--- config.mk ---
export PLATFORM = sky130hd
export DESIGN_NAME = manchester_byte_transmitter
export DESIGN_NICKNAME = d
export VERILOG_FILES = /design/src/design/mbt_pkg.sv /design/src/design/manchester_byte_transmitter.sv /design/src/design/mbt_front.sv /design/src/design/mbt_cmd_fifo.sv /design/src/design/mbt_back.sv
export VERILOG_INCLUDE_DIRS = /design/src /design/src/design
export SDC_FILE = /design/constraint.sdc
export NUM_CORES = 1
export LEC_CHECK = 0
export ABC_AREA = 1
export BUFFER_PORTS_ARGS = -buffer_cell sky130_fd_sc_hd__buf_2
export CORE_ASPECT_RATIO = 1.5
export CORE_MARGIN = 10
export CORE_UTILIZATION = 52
export DETAILED_ROUTE_END_ITERATION = 10
export PLACE_DENSITY_LB_ADDON = 0.15
export SLEW_MARGIN = 30
export SYNTH_ARGS = -nofsm -noshare
export SYNTH_HDL_FRONTEND = slang
export SYNTH_SLANG_ARGS = --single-unit
--- constraint.sdc ---
create_clock -name clk_i -period 6.79 [get_ports clk_i]
set_clock_uncertainty 0.2 [all_clocks]
set_input_delay 0.3395 -clock clk_i [delete_from_list [all_inputs] [get_ports clk_i]]
set_output_delay 0.3395 -clock clk_i [all_outputs]
set_load 0.05 [all_outputs]
--- src/design/manchester_byte_transmitter_macros.svh ---
// Assertion macros shared by the Manchester transmitter RTL.
// Each file that asserts includes this header; it needs clk_i and rst_ni in scope.
`ifndef MANCHESTER_BYTE_TRANSMITTER_MACROS_SVH
`define MANCHESTER_BYTE_TRANSMITTER_MACROS_SVH

// The condition must hold at every clock edge outside reset.
`define MBT_ASSERT_ALWAYS(label, cond, msg) \
  label: assert property (@(posedge clk_i) disable iff (!rst_ni) (cond)) else $error(msg);

// When the antecedent holds, the consequent must hold at the next edge.
`define MBT_ASSERT_NEXT(label, ante, cons, msg) \
  label: assert property (@(posedge clk_i) disable iff (!rst_ni) (ante) |=> (cons)) \
    else $error(msg);

`endif

--- src/design/mbt_pkg.sv ---
// Shared types and constants of the Manchester byte transmitter.
// No dependencies; every RTL module imports this package.
`default_nettype none

package mbt_pkg;

  localparam int QUEUE_DEPTH = 16;
  localparam int QPTR_W      = $clog2(QUEUE_DEPTH);
  localparam int TICK_W      = 16;
  localparam int HALVES_W    = 5;
  localparam int COUNT_W     = 4;
  localparam int DATA_W      = 8;

  localparam logic [TICK_W-1:0]   HALF_BIT_TICKS_RESET = 16'd487;
  localparam logic [HALVES_W-1:0] HALVES_PER_BYTE      = 5'd16;

  // Command queue between the front and the back.
  localparam int CMDQ_DEPTH = 4;
  localparam int CMDQ_PTR_W = $clog2(CMDQ_DEPTH);

  typedef enum logic {
    OP_PUSH = 1'b0,
    OP_TICK = 1'b1
  } op_e;

  typedef struct packed {
    op_e               op;
    logic [DATA_W-1:0] data;
  } cmd_t;

  function automatic logic [QPTR_W-1:0] ring_next(input logic [QPTR_W-1:0] p);
    logic [QPTR_W-1:0] r;
    if (p == QPTR_W'(QUEUE_DEPTH - 1)) begin
      r = '0;
    end else begin
      r = p + QPTR_W'(1);
    end
    return r;
  endfunction

endpackage

`default_nettype wire

--- src/design/manchester_byte_transmitter.sv ---
// Top level of the Manchester byte transmitter: front stage, command queue, back end.
// Depends on mbt_pkg, mbt_front, mbt_cmd_fifo and mbt_back.
//
//   Channel   Direction  Handshake               Fields
//   in        input      in_valid_i/in_stall_o   operation_i, data_byte_i
//   out       output     out_valid_o/out_stall_i line_level_o, push_accepted_o,
//                                                 sending_o, queued_bytes_o
//   cfg       input      cfg_we_i                cfg_wdata_i (half_bit_ticks)
//
// One word per clock is sustained while the output is not stalled; each word's state
// update is made by the back end's serializer logic. A word passes the front
// register, the command queue and the result register before its result is valid.
// Reset is asynchronous and active low: the line idles high, half_bit_ticks is 487.
// A stalled output holds the back end; the command queue then fills and stalls the input.
`default_nettype none

module manchester_byte_transmitter import mbt_pkg::*; (
  input  wire logic               clk_i,
  input  wire logic               rst_ni,
  input  wire logic               cfg_we_i,
  input  wire logic [TICK_W-1:0]  cfg_wdata_i,
  input  wire logic               in_valid_i,
  output logic                    in_stall_o,
  input  wire logic               operation_i,
  input  wire logic [DATA_W-1:0]  data_byte_i,
  output logic                    out_valid_o,
  input  wire logic               out_stall_i,
  output logic                    line_level_o,
  output logic                    push_accepted_o,
  output logic                    sending_o,
  output logic [COUNT_W-1:0]      queued_bytes_o
);

  logic fr_valid, fr_ready;
  cmd_t fr_cmd;
  logic bk_valid, bk_pop;
  cmd_t bk_cmd;

  mbt_front u_front (
    .clk_i       (clk_i),
    .rst_ni      (rst_ni),
    .in_valid_i  (in_valid_i),
    .in_stall_o  (in_stall_o),
    .operation_i (operation_i),
    .data_byte_i (data_byte_i),
    .cmd_valid_o (fr_valid),
    .cmd_ready_i (fr_ready),
    .cmd_o       (fr_cmd)
  );

  mbt_cmd_fifo u_cmd_fifo (
    .clk_i      (clk_i),
    .rst_ni     (rst_ni),
    .wr_valid_i (fr_valid),
    .wr_ready_o (fr_ready),
    .wr_cmd_i   (fr_cmd),
    .rd_valid_o (bk_valid),
    .rd_pop_i   (bk_pop),
    .rd_cmd_o   (bk_cmd)
  );

  mbt_back u_back (
    .clk_i           (clk_i),
    .rst_ni          (rst_ni),
    .cfg_we_i        (cfg_we_i),
    .cfg_wdata_i     (cfg_wdata_i),
    .cmd_valid_i     (bk_valid),
    .cmd_pop_o       (bk_pop),
    .cmd_i           (bk_cmd),
    .out_valid_o     (out_valid_o),
    .out_stall_i     (out_stall_i),
    .line_level_o    (line_level_o),
    .push_accepted_o (push_accepted_o),
    .sending_o       (sending_o),
    .queued_bytes_o  (queued_bytes_o)
  );

endmodule

`default_nettype wire

--- src/design/mbt_front.sv ---
// Front stage: registers an incoming word and classifies it as push or tick.
// Depends on mbt_pkg.
`default_nettype none

module mbt_front import mbt_pkg::*; (
  input  wire logic              clk_i,
  input  wire logic              rst_ni,
  input  wire logic              in_valid_i,
  output logic                   in_stall_o,
  input  wire logic              operation_i,
  input  wire logic [DATA_W-1:0] data_byte_i,
  output logic                   cmd_valid_o,
  input  wire logic              cmd_ready_i,
  output cmd_t                   cmd_o
);

  logic valid_q, valid_d;
  cmd_t cmd_q, cmd_d;
  logic take;

  assign in_stall_o = valid_q && !cmd_ready_i;
  assign take       = in_valid_i && !in_stall_o;

  always_comb begin
    valid_d = valid_q;
    cmd_d   = cmd_q;
    if (take) begin
      valid_d    = 1'b1;
      cmd_d.op   = operation_i ? OP_TICK : OP_PUSH;
      cmd_d.data = data_byte_i;
    end else if (cmd_ready_i) begin
      valid_d = 1'b0;
    end
  end

  always_ff @(posedge clk_i or negedge rst_ni) begin
    if (!rst_ni) begin
      valid_q <= 1'b0;
    end else begin
      valid_q <= valid_d;
    end
  end

  always_ff @(posedge clk_i) begin
    cmd_q <= cmd_d;
  end

  assign cmd_valid_o = valid_q;
  assign cmd_o       = cmd_q;

endmodule

`default_nettype wire

--- src/design/mbt_cmd_fifo.sv ---
// Short command queue that decouples the front stage from the serializer.
// Depends on mbt_pkg.
`default_nettype none

module mbt_cmd_fifo import mbt_pkg::*; (
  input  wire logic clk_i,
  input  wire logic rst_ni,
  input  wire logic wr_valid_i,
  output logic      wr_ready_o,
  input  wire cmd_t wr_cmd_i,
  output logic      rd_valid_o,
  input  wire logic rd_pop_i,
  output cmd_t      rd_cmd_o
);

  cmd_t                  mem_q [CMDQ_DEPTH];
  logic [CMDQ_PTR_W-1:0] wr_ptr_q, wr_ptr_d;
  logic [CMDQ_PTR_W-1:0] rd_ptr_q, rd_ptr_d;
  logic [CMDQ_PTR_W:0]   count_q, count_d;
  logic                  push, pop;

  assign wr_ready_o = (count_q != (CMDQ_PTR_W+1)'(CMDQ_DEPTH));
  assign rd_valid_o = (count_q != '0);
  assign push       = wr_valid_i && wr_ready_o;
  assign pop        = rd_pop_i && rd_valid_o;
  assign rd_cmd_o   = mem_q[rd_ptr_q];

  always_comb begin
    wr_ptr_d = push ? wr_ptr_q + CMDQ_PTR_W'(1) : wr_ptr_q;
    rd_ptr_d = pop ? rd_ptr_q + CMDQ_PTR_W'(1) : rd_ptr_q;
    count_d  = count_q;
    if (push && !pop) begin
      count_d = count_q + (CMDQ_PTR_W+1)'(1);
    end else if (pop && !push) begin
      count_d = count_q - (CMDQ_PTR_W+1)'(1);
    end
  end

  always_ff @(posedge clk_i or negedge rst_ni) begin
    if (!rst_ni) begin
      wr_ptr_q <= '0;
      rd_ptr_q <= '0;
      count_q  <= '0;
    end else begin
      wr_ptr_q <= wr_ptr_d;
      rd_ptr_q <= rd_ptr_d;
      count_q  <= count_d;
    end
  end

  always_ff @(posedge clk_i) begin
    if (push) begin
      mem_q[wr_ptr_q] <= wr_cmd_i;
    end
  end

endmodule

`default_nettype wire

--- src/design/mbt_back.sv ---
// Back end: byte ring queue, half-bit timer, Manchester serializer and result register.
// Depends on mbt_pkg and manchester_byte_transmitter_macros.svh.
`default_nettype none
`include "manchester_byte_transmitter_macros.svh"

module mbt_back import mbt_pkg::*; (
  input  wire logic               clk_i,
  input  wire logic               rst_ni,
  input  wire logic               cfg_we_i,
  input  wire logic [TICK_W-1:0]  cfg_wdata_i,
  input  wire logic               cmd_valid_i,
  output logic                    cmd_pop_o,
  input  wire cmd_t               cmd_i,
  output logic                    out_valid_o,
  input  wire logic               out_stall_i,
  output logic                    line_level_o,
  output logic                    push_accepted_o,
  output logic                    sending_o,
  output logic [COUNT_W-1:0]      queued_bytes_o
);

  logic [DATA_W-1:0]   queue_q [QUEUE_DEPTH];
  logic [QPTR_W-1:0]   head_q, head_d;
  logic [QPTR_W-1:0]   tail_q, tail_d;
  logic [DATA_W-1:0]   shift_q, shift_d;
  logic [HALVES_W-1:0] halves_q, halves_d;
  logic                busy_q, busy_d;
  logic                line_q, line_d;
  logic [TICK_W-1:0]   tick_q, tick_d;
  logic [TICK_W-1:0]   hbt_q;

  logic                out_valid_q;
  logic                out_line_q;
  logic                out_acc_q;
  logic                out_busy_q;
  logic [COUNT_W-1:0]  out_count_q;

  logic                take;
  logic                accept;
  logic [QPTR_W:0]     count_full;

  assign take      = cmd_valid_i && (!out_valid_q || !out_stall_i);
  assign cmd_pop_o = take;

  always_comb begin
    logic [QPTR_W-1:0]   tail_nxt;
    logic [TICK_W-1:0]   tick_inc;
    logic [DATA_W-1:0]   load_byte;
    logic                run_slot;
    logic [HALVES_W-1:0] halves_s;
    head_d   = head_q;
    tail_d   = tail_q;
    shift_d  = shift_q;
    halves_d = halves_q;
    busy_d   = busy_q;
    line_d   = line_q;
    tick_d   = tick_q;
    accept   = 1'b0;
    run_slot = 1'b0;
    halves_s = halves_q;
    tail_nxt = ring_next(tail_q);
    tick_inc = tick_q + TICK_W'(1);
    // A byte pushed into an empty queue is loaded straight from the input.
    load_byte = (cmd_i.op == OP_PUSH && head_q == tail_q) ? cmd_i.data : queue_q[head_q];

    if (take) begin
      if (cmd_i.op == OP_PUSH) begin
        accept = (tail_nxt != head_q);
        if (accept) begin
          tail_d = tail_nxt;
        end
        if (!busy_q) begin
          busy_d   = 1'b1;
          line_d   = ~line_q;
          halves_s = '0;
          tick_d   = '0;
          run_slot = 1'b1;
        end
      end else if (busy_q) begin
        if (tick_inc >= hbt_q) begin
          tick_d   = '0;
          run_slot = 1'b1;
        end else begin
          tick_d = tick_inc;
        end
      end
    end

    if (run_slot) begin
      if (halves_s != '0) begin
        // Even count: first half drives the inverted bit; odd: the true bit.
        if (!halves_s[0]) begin
          line_d = ~shift_q[0];
        end else begin
          line_d  = shift_q[0];
          shift_d = shift_q >> 1;
        end
        halves_d = halves_s - HALVES_W'(1);
      end else if (head_q == tail_d) begin
        busy_d   = 1'b0;
        halves_d = '0;
      end else begin
        shift_d  = load_byte;
        head_d   = ring_next(head_q);
        halves_d = HALVES_PER_BYTE;
      end
    end
  end

  always_comb begin
    if (tail_d >= head_d) begin
      count_full = {1'b0, tail_d} - {1'b0, head_d};
    end else begin
      count_full = {1'b0, tail_d} + (QPTR_W+1)'(QUEUE_DEPTH) - {1'b0, head_d};
    end
  end

  always_ff @(posedge clk_i or negedge rst_ni) begin
    if (!rst_ni) begin
      head_q      <= '0;
      tail_q      <= '0;
      shift_q     <= '0;
      halves_q    <= '0;
      busy_q      <= 1'b0;
      line_q      <= 1'b1;
      tick_q      <= '0;
      hbt_q       <= HALF_BIT_TICKS_RESET;
      out_valid_q <= 1'b0;
    end else begin
      head_q   <= head_d;
      tail_q   <= tail_d;
      shift_q  <= shift_d;
      halves_q <= halves_d;
      busy_q   <= busy_d;
      line_q   <= line_d;
      tick_q   <= tick_d;
      if (cfg_we_i) begin
        hbt_q <= cfg_wdata_i;
      end
      if (take) begin
        out_valid_q <= 1'b1;
      end else if (!out_stall_i) begin
        out_valid_q <= 1'b0;
      end
    end
  end

  always_ff @(posedge clk_i) begin
    if (take && accept) begin
      queue_q[tail_q] <= cmd_i.data;
    end
    if (take) begin
      out_line_q  <= line_d;
      out_acc_q   <= accept;
      out_busy_q  <= busy_d;
      out_count_q <= COUNT_W'(count_full);
    end
  end

  assign out_valid_o     = out_valid_q;
  assign line_level_o    = out_line_q;
  assign push_accepted_o = out_acc_q;
  assign sending_o       = out_busy_q;
  assign queued_bytes_o  = out_count_q;

  `MBT_ASSERT_ALWAYS(a_idle_queue_empty, busy_q || (head_q == tail_q), "idle with bytes queued")
  `MBT_ASSERT_ALWAYS(a_idle_no_halves, busy_q || (halves_q == '0 && tick_q == '0),
                     "idle with a byte or timer in flight")
  `MBT_ASSERT_ALWAYS(a_halves_range, halves_q <= HALVES_PER_BYTE, "half-bit count out of range")
  `MBT_ASSERT_NEXT(a_stall_hold, out_valid_q && out_stall_i,
                   out_valid_q && $stable(out_line_q) && $stable(out_count_q),
                   "result changed while stalled")

endmodule

`default_nettype wire

* Yosys cells after proc, flatten, opt, wreduce, memory -nomap -nowiden
Memories as Yosys holds them, arrays and structs flattened.
Cells that the tools add are included.
** Operators by class
- Bitwise operators :: 3
- Reduce and logical (&&, ||, !) cells :: 22
- Add/sub/neg operators :: 11
- Order comparisons :: 2
- Equal/unequal tests :: 11
- Mux-type cells :: 51
** Operators by type and width (number)
- 16-bit 2-to-1 mux :: 4
- 4-bit 2-to-1 mux :: 9
- 8-bit 2-to-1 mux :: 4
- 1-bit 2-to-1 mux :: 27
- 5-bit 2-to-1 mux :: 5
- 16-bit by 1-bit adder with 16-bit output, second input constant :: 1
- 16-bit >= comparator :: 1
- 4-bit by 1-bit adder with 4-bit output, second input constant :: 3
- 1-bit logical AND :: 9
- 4-bit equality test :: 2
- 4-bit equality test, second input constant :: 2
- 2-bit by 1-bit != test with 1-bit output, second input constant :: 4
- 4-bit subtractor :: 2
- 1-bit logical NOT :: 6
- 3-bit 2-to-1 mux :: 2
- 3-bit AND reduction :: 2
- 5-bit nonzero test :: 1
- 5-bit by 1-bit subtractor with 5-bit output, second input constant :: 1
- 2-bit by 1-bit adder with 2-bit output, second input constant :: 2
- 4-bit >= comparator :: 1
- 4-bit != test :: 1
- 2-bit nonzero test :: 2
- 3-bit by 1-bit adder with 3-bit output, second input constant :: 1
- 3-bit != test, second input constant :: 1
- other kinds (5) :: 7
** Storage, ports and cells
- Memories :: 2
- Register bits after elaboration :: 80
- Bits in writable memories :: 164
- Output and inout bits :: 9
** Memory list
- u_back.queue_q :: depth 16, width 8, read ports 1, clocked after memory_dff 0, wr ports 1, RTL line mbt_back.sv:22 : logic [DATA_W-1:0] queue_q [QUEUE_DEPTH];
- u_cmd_fifo.mem_q :: depth 4, width 9, read ports 1, clocked after memory_dff 0, wr ports 1, RTL line mbt_cmd_fifo.sv:16 : cmd_t mem_q [CMDQ_DEPTH];

* Longest topological paths before layout
- Depth in word-level cells :: 12
- Gate-level depth with buffers :: 33
- Gate-level depth less buffers :: 32

* Hierarchy
A second synthesis with hierarchy kept.
** Second synthesis, totals
- Cell total of the unflattened synthesis :: 1047
- Area total of the unflattened synthesis :: 11128.2 um^2
** By module, submodules not included
- mbt_back :: area an instance 8919.8 um^2, instances 1, sequential area each 5465.2 um^2, cells each 868
- mbt_cmd_fifo :: area an instance 1880.6 um^2, instances 1, sequential area each 1256.2 um^2, cells each 163
- mbt_front :: area an instance 327.8 um^2, instances 1, sequential area each 295.3 um^2, cells each 16

* Worst setup path before layout
Ideal clock, no wire load.
- Kind :: register to register
- From :: register u_back.tick_q[0]
- To :: register u_back.out_count_q[3], in the netlist u_back.queued_bytes_o[3] (data pin)
- Data required time :: 6.337 ns
- Library setup time :: 0.253 ns
- Clock period less this slack :: 4.392 ns
- Arrival :: 3.938 ns
- Cell stages (with the launch flop) :: 33
- Path buffers :: 1
- Setup slack :: 2.398 ns
- Cell sequence :: dfrtp_1 ha_1 nand4_1 nor2_1 inv_1 nor4_1 inv_1 nor2_1 inv_1 nor2_1 inv_1 nor2_1 xor2_1 inv_1 ha_1 nand3_1 nor3_1 nand3_1 nand3_1 nand4_1 nand2_1 buf_2 nand3_2 inv_1 nand2_1 xor2_1 ha_1 inv_1 nor2_1 nor2_1 nand2_1 nand2_1 nand2_1
** Between the ends
- Longest elaborated chain between the ends :: 9
- Elaborated cells on any way between the ends :: 11
** Ends and longest elaborated chain
- from (decl) :: RTL line mbt_back.sv:29 : logic [TICK_W-1:0] tick_q, tick_d;
- from (signal assigned) :: RTL line mbt_back.sv:136 : tick_q <= tick_d;
- 16-bit by 1-bit adder with 16-bit output * :: RTL line mbt_back.sv:62 : tick_inc = tick_q + TICK_W'(1);
- 16-bit >= comparator * :: RTL line mbt_back.sv:80 : if (tick_inc >= hbt_q) begin
- 1-bit 2-to-1 mux * :: RTL line mbt_back.sv:80
- 1-bit 2-to-1 mux * :: RTL line mbt_back.sv:79 : end else if (busy_q) begin
- 1-bit 2-to-1 mux * :: RTL line mbt_back.sv:67 : if (cmd_i.op == OP_PUSH) begin
- 1-bit 2-to-1 mux * :: RTL line mbt_back.sv:66 : if (take) begin
- 4-bit 2-to-1 mux * :: RTL line mbt_back.sv:89 : if (run_slot) begin
- 4-bit subtractor (tied with other cells) :: RTL line mbt_back.sv:114 : count_full = {1'b0, tail_d} + (QPTR_W+1)'(QUEUE_DEPTH) - {1'b0, head_d};
- 4-bit 2-to-1 mux * :: RTL line mbt_back.sv:111 : if (tail_d >= head_d) begin
- via u_back.count_full[3] :: RTL line mbt_back.sv:40 : logic [QPTR_W:0] count_full;
- to (signal assigned) :: RTL line mbt_back.sv:156 : out_count_q <= COUNT_W'(count_full);
- to (decl) :: RTL line mbt_back.sv:36 : logic [COUNT_W-1:0] out_count_q;
Mark *: on every way through the listed nets, which the timed path passes. The rest lies on a longest branch.
A chain may end at the register's enable or synchronous reset.

* Worst setup path in the final report
Ends and elaborated chain as after synthesis.

==> impl_summary.log <==
[metrics] number of max-slew violations in the final report: 0
[metrics] clk sinks: 244
[metrics] number of endpoints failing setup at the final stage: 0
[metrics] proportion of netlist area held by the largest area contributor: 0.494
[metrics] Residual DRC: 0
[metrics] top cells by count, synth: edfxtp_1, nand2_1, inv_1, nor2_1, o21ai_0
[metrics] global-route wire length before repair: ~39000 µm
[metrics] vias: 7336
[metrics] Die X-Extent: 138 µm
[metrics] number of hold-slack violations in the final timing report: 0
[metrics] routed len/inst: around 18 µm
[metrics] distinct cell type count after synthesis: 47
[metrics] Post-Synthesis Cell Area: about 11000 µm²
[metrics] Final WS setup: ~1.7 ns
[metrics] Post-Synth XOR/XNOR Area: 0.0184
[metrics] Detailed Routing Iterations Pass 1: 5
[metrics] Synth area leader: edfxtp_1
[metrics] antenna violations before repair: 0
[metrics] worst slew slack as a fraction of its limit: 0.373
[metrics] post-synthesis compound-gate area fraction: 0.114
[metrics] cell with the largest stage delay on the worst path: dfrtp_1
[metrics] Min Clock Period, post-route: between 5 and 6 ns
[metrics] total of max-cap violations: 0
[metrics] FFs w/ async S/R, synth: 0.262
[metrics] sum of negative setup slack: 0 ns
[metrics] via count normalized by instance count: 5.47
[metrics] most repeated library cell on the critical path: inv_1
[metrics] number of global-route vias before repair: 7469
[metrics] CTS max path bufs: 3
[metrics] setup repair after global routing missed its margin: no
[metrics] Post-layout nets: 1119
[metrics] worst-case setup slack after placement: 1.75 ns
[metrics] Startpoint Class: flop
[metrics] Setup Fix Bufs, Post-CTS: 0
[metrics] Synth Flop Type: edfxtp_1
[metrics] combinational family with the most area after synthesis: simple AND/OR/NAND/NOR gates
[metrics] number of gates given a new drive strength after cts: 0
[metrics] aggregate global routing overflow: 0
[metrics] IO Pins: 39
[metrics] class of the tightest hold or removal check: in2reg
[metrics] Placer Congestion: 0.879
[metrics] most numerous cell in the Yosys netlist: edfxtp_1
[metrics] required time of the critical path: 6.85 ns
[metrics] TritonCTS buffer count: 22
[metrics] layout cells sized above 1: 0.112
[metrics] H-tree Lvls: 1
[metrics] Floorplan Core Area: ~21000 µm²
[metrics] highest fanout seen on the critical path: 11
[metrics] CTS tree: done
[metrics] overall track demand over capacity in global routing: 0.172
[metrics] Cells on Worst Hold Path: 3
[metrics] maximum resistive drop on vdd: 0.276 mV
[metrics] ratio of final minimum period to clock period: 0.753
[metrics] post-synthesis average cell area: between 10 and 15 µm²
[metrics] basic-gate share of the synthesized area counting and, or, nand and nor cells: 0.131
[metrics] DRT iter0 DRCs: around 370
[metrics] initial core utilization: 0.524
[metrics] Fillers: approximately 1700
[metrics] height of the die: 198 µm
[metrics] Critical Setup Path Class: reg2reg
[metrics] leakage power figure: 4.92 nW
[metrics] areal power density over the cells: 368 nW/µm²
[metrics] wire length after detailed routing: 23900 µm
[metrics] adder and majority cell fraction of the synthesized area: 0.0373
[metrics] total nets after synthesis: roughly 1100
[metrics] pin count of the biggest net entering global routing: 65
[metrics] Area growth, synth to finish: 12.5%
[metrics] number of storage elements in the synthesis netlist: 244
[metrics] number of cells on the worst reg-to-reg path: 31
[metrics] Critical Path Sink Type: flop
[metrics] upper clock frequency limit: 196 MHz
[metrics] area of the die: 27400 µm²
[metrics] later-pin clock latency in the skew report: 0.52 ns
[metrics] slew of the pin with the lowest slew margin: 0.938 ns
[metrics] site row count: 65
[metrics] Post-synth EDFFs: 180
[metrics] HPWL Detailed: between 15000 and 20000 µm
[metrics] final antenna diode count: 0
[metrics] longest individual stage delay on the worst path: 0.41 ns
[metrics] port bufs: 38
[metrics] result of the run: completed
[metrics] cell chosen for the clock root: clkbuf_16
[metrics] multiplexer share of the synthesized area: 0.00389
[metrics] critical path data arrival time: 5.17 ns
[metrics] sequential area share after synthesis: 0.641
[metrics] number of nets with antenna violations after routing: 0
[metrics] warning count from the yosys run: 0
[metrics] Gate Count Post-Synth: 993
[metrics] largest cells by area after synthesis: edfxtp_1, dfrtp_1, nand2_1
[metrics] clk slew on worst S/H paths: 0.06 ns
[state kept, by name (all words and copies together) (netlist names)]
name and cells:
u_back.queue_q 128, u_cmd_fifo.mem_q 36, u_back.hbt_q 16, u_back.tick_q 16, u_front.cmd_o 9, u_back.shift_q 8, u_back.halves_q 5, u_back.head_q 4
u_back.queued_bytes_o 4, u_back.tail_q 4, u_cmd_fifo.count_q 3, u_cmd_fifo.rd_ptr_q 2, u_cmd_fifo.wr_ptr_q 2, u_back.busy_q 1, u_back.line_level_o 1, u_back.line_q 1
u_back.out_valid_o 1, u_back.push_accepted_o 1, u_back.sending_o 1, u_front.cmd_valid_o 1
[logic make-up (layout without fill, tap and decap cells)]
| logic type | after synthesis | in the layout |
|---|---|---|
| simple gates | 328 | 328 |
| flops | 244 | 244 |
| compound gates | 212 | 212 |
| buf+inv | 150 | 230 |
| fa+ha+maj | 32 | 32 |
| xor+xnor | 23 | 23 |
| mux | 4 | 4 |
[where the power goes]
group	total, W	switching, W	internal (W)
Sequential	0.00214	0.000120	0.00202
Combinational	0.00125	0.000894	0.000357
Clock	0.00114	0.000524	0.000612
[worst paths after layout]
path                                    start                        to  slack (ns)
max in group asynchronous              rst_ni          u_back.tail_q[1]        5.48
min in group asynchronous              rst_ni         u_back.shift_q[4]        0.34
min reg2reg                u_back.halves_q[1]        u_back.halves_q[1]        0.29
max reg2reg                  u_back.tick_q[0]  u_back.queued_bytes_o[3]        1.68
max                          u_back.tick_q[0]  u_back.queued_bytes_o[3]        1.68
min                                  cfg_we_i           u_back.hbt_q[6]        0.04
[metal layers]
| layer | vias up | part of all wire | GRT usage |
|---|---|---|---|
| met5 | - | 0 | 0 |
| li1 | 3584 | - | - |
| met1 | 3559 | 0.40 | 0.193 |
| met3 | 37 | 0.041 | 0.0245 |
| met4 | 0 | 0.027 | 0.0599 |
| met2 | 156 | 0.54 | 0.325 |
[worst max-delay path, delay by kind of cell (launching register included)]
kind	cells	cell delay, ns
fa+ha+maj	3	0.84
flops	1	0.41
xor+xnor	2	0.36
buf+inv	7	0.59
simple gates	19	2.46
[cell usage in the layout (no fill, tap or decap), drive strengths merged, types with 30 or more instances in the layout]
cell type / count
nand3: 50
buf: 50
nor2: 88
a21oi: 54
clkbuf: 30
ha: 31
inv: 111
nand2: 172
o22ai: 42
dfrtp: 56
o21ai: 80
edfxtp: 180
[timing repair]
| action | 4_1_cts | 5_1_grt |
|---|---|---|
| hold endpoints to repair | 83 | 0 |
| hold buffers | 28 | 0 |
| setup endpoints to repair | 0 | 0 |
[final cells by class]
| cell class | instances | area (µm²) | area share |
|---|---|---|---|
| flip-flops and latches | 244 | 7020 | 0.570 |
| clock buffers | 30 | 591 | 0.0479 |
| clock inverters | 10 | 58.8 | 0.00477 |
| inverters | 112 | 423 | 0.0343 |
| well taps | 268 | 335 | 0.0272 |
| repair buffers | 78 | 561 | 0.0455 |
| multi-input cells | 599 | 3330 | 0.271 |
[metrics by stage]
| stage | power, W | cells | utilization | hold WS, ns | instance area (µm²) |
|---|---|---|---|---|---|
| 2_1_floorplan | 0.00301 | 993 | - | -0.156 | 10900 |
| 3_3_place_gp | 0.00339 | 1273 | 0.545 | 0.273 | 11400 |
| 3_5_place_dp | 0.00342 | 1273 | 0.545 | 0.277 | 11400 |
| 4_1_cts | 0.00457 | 1341 | 0.589 | 0.0394 | 12300 |
| 5_1_grt | 0.00478 | 1341 | 0.589 | 0.128 | 12300 |
| 6_report | 0.00453 | 1341 | 0.589 | 0.0431 | 12300 |
No activity file was read; power rests on OpenSTA's default activity.
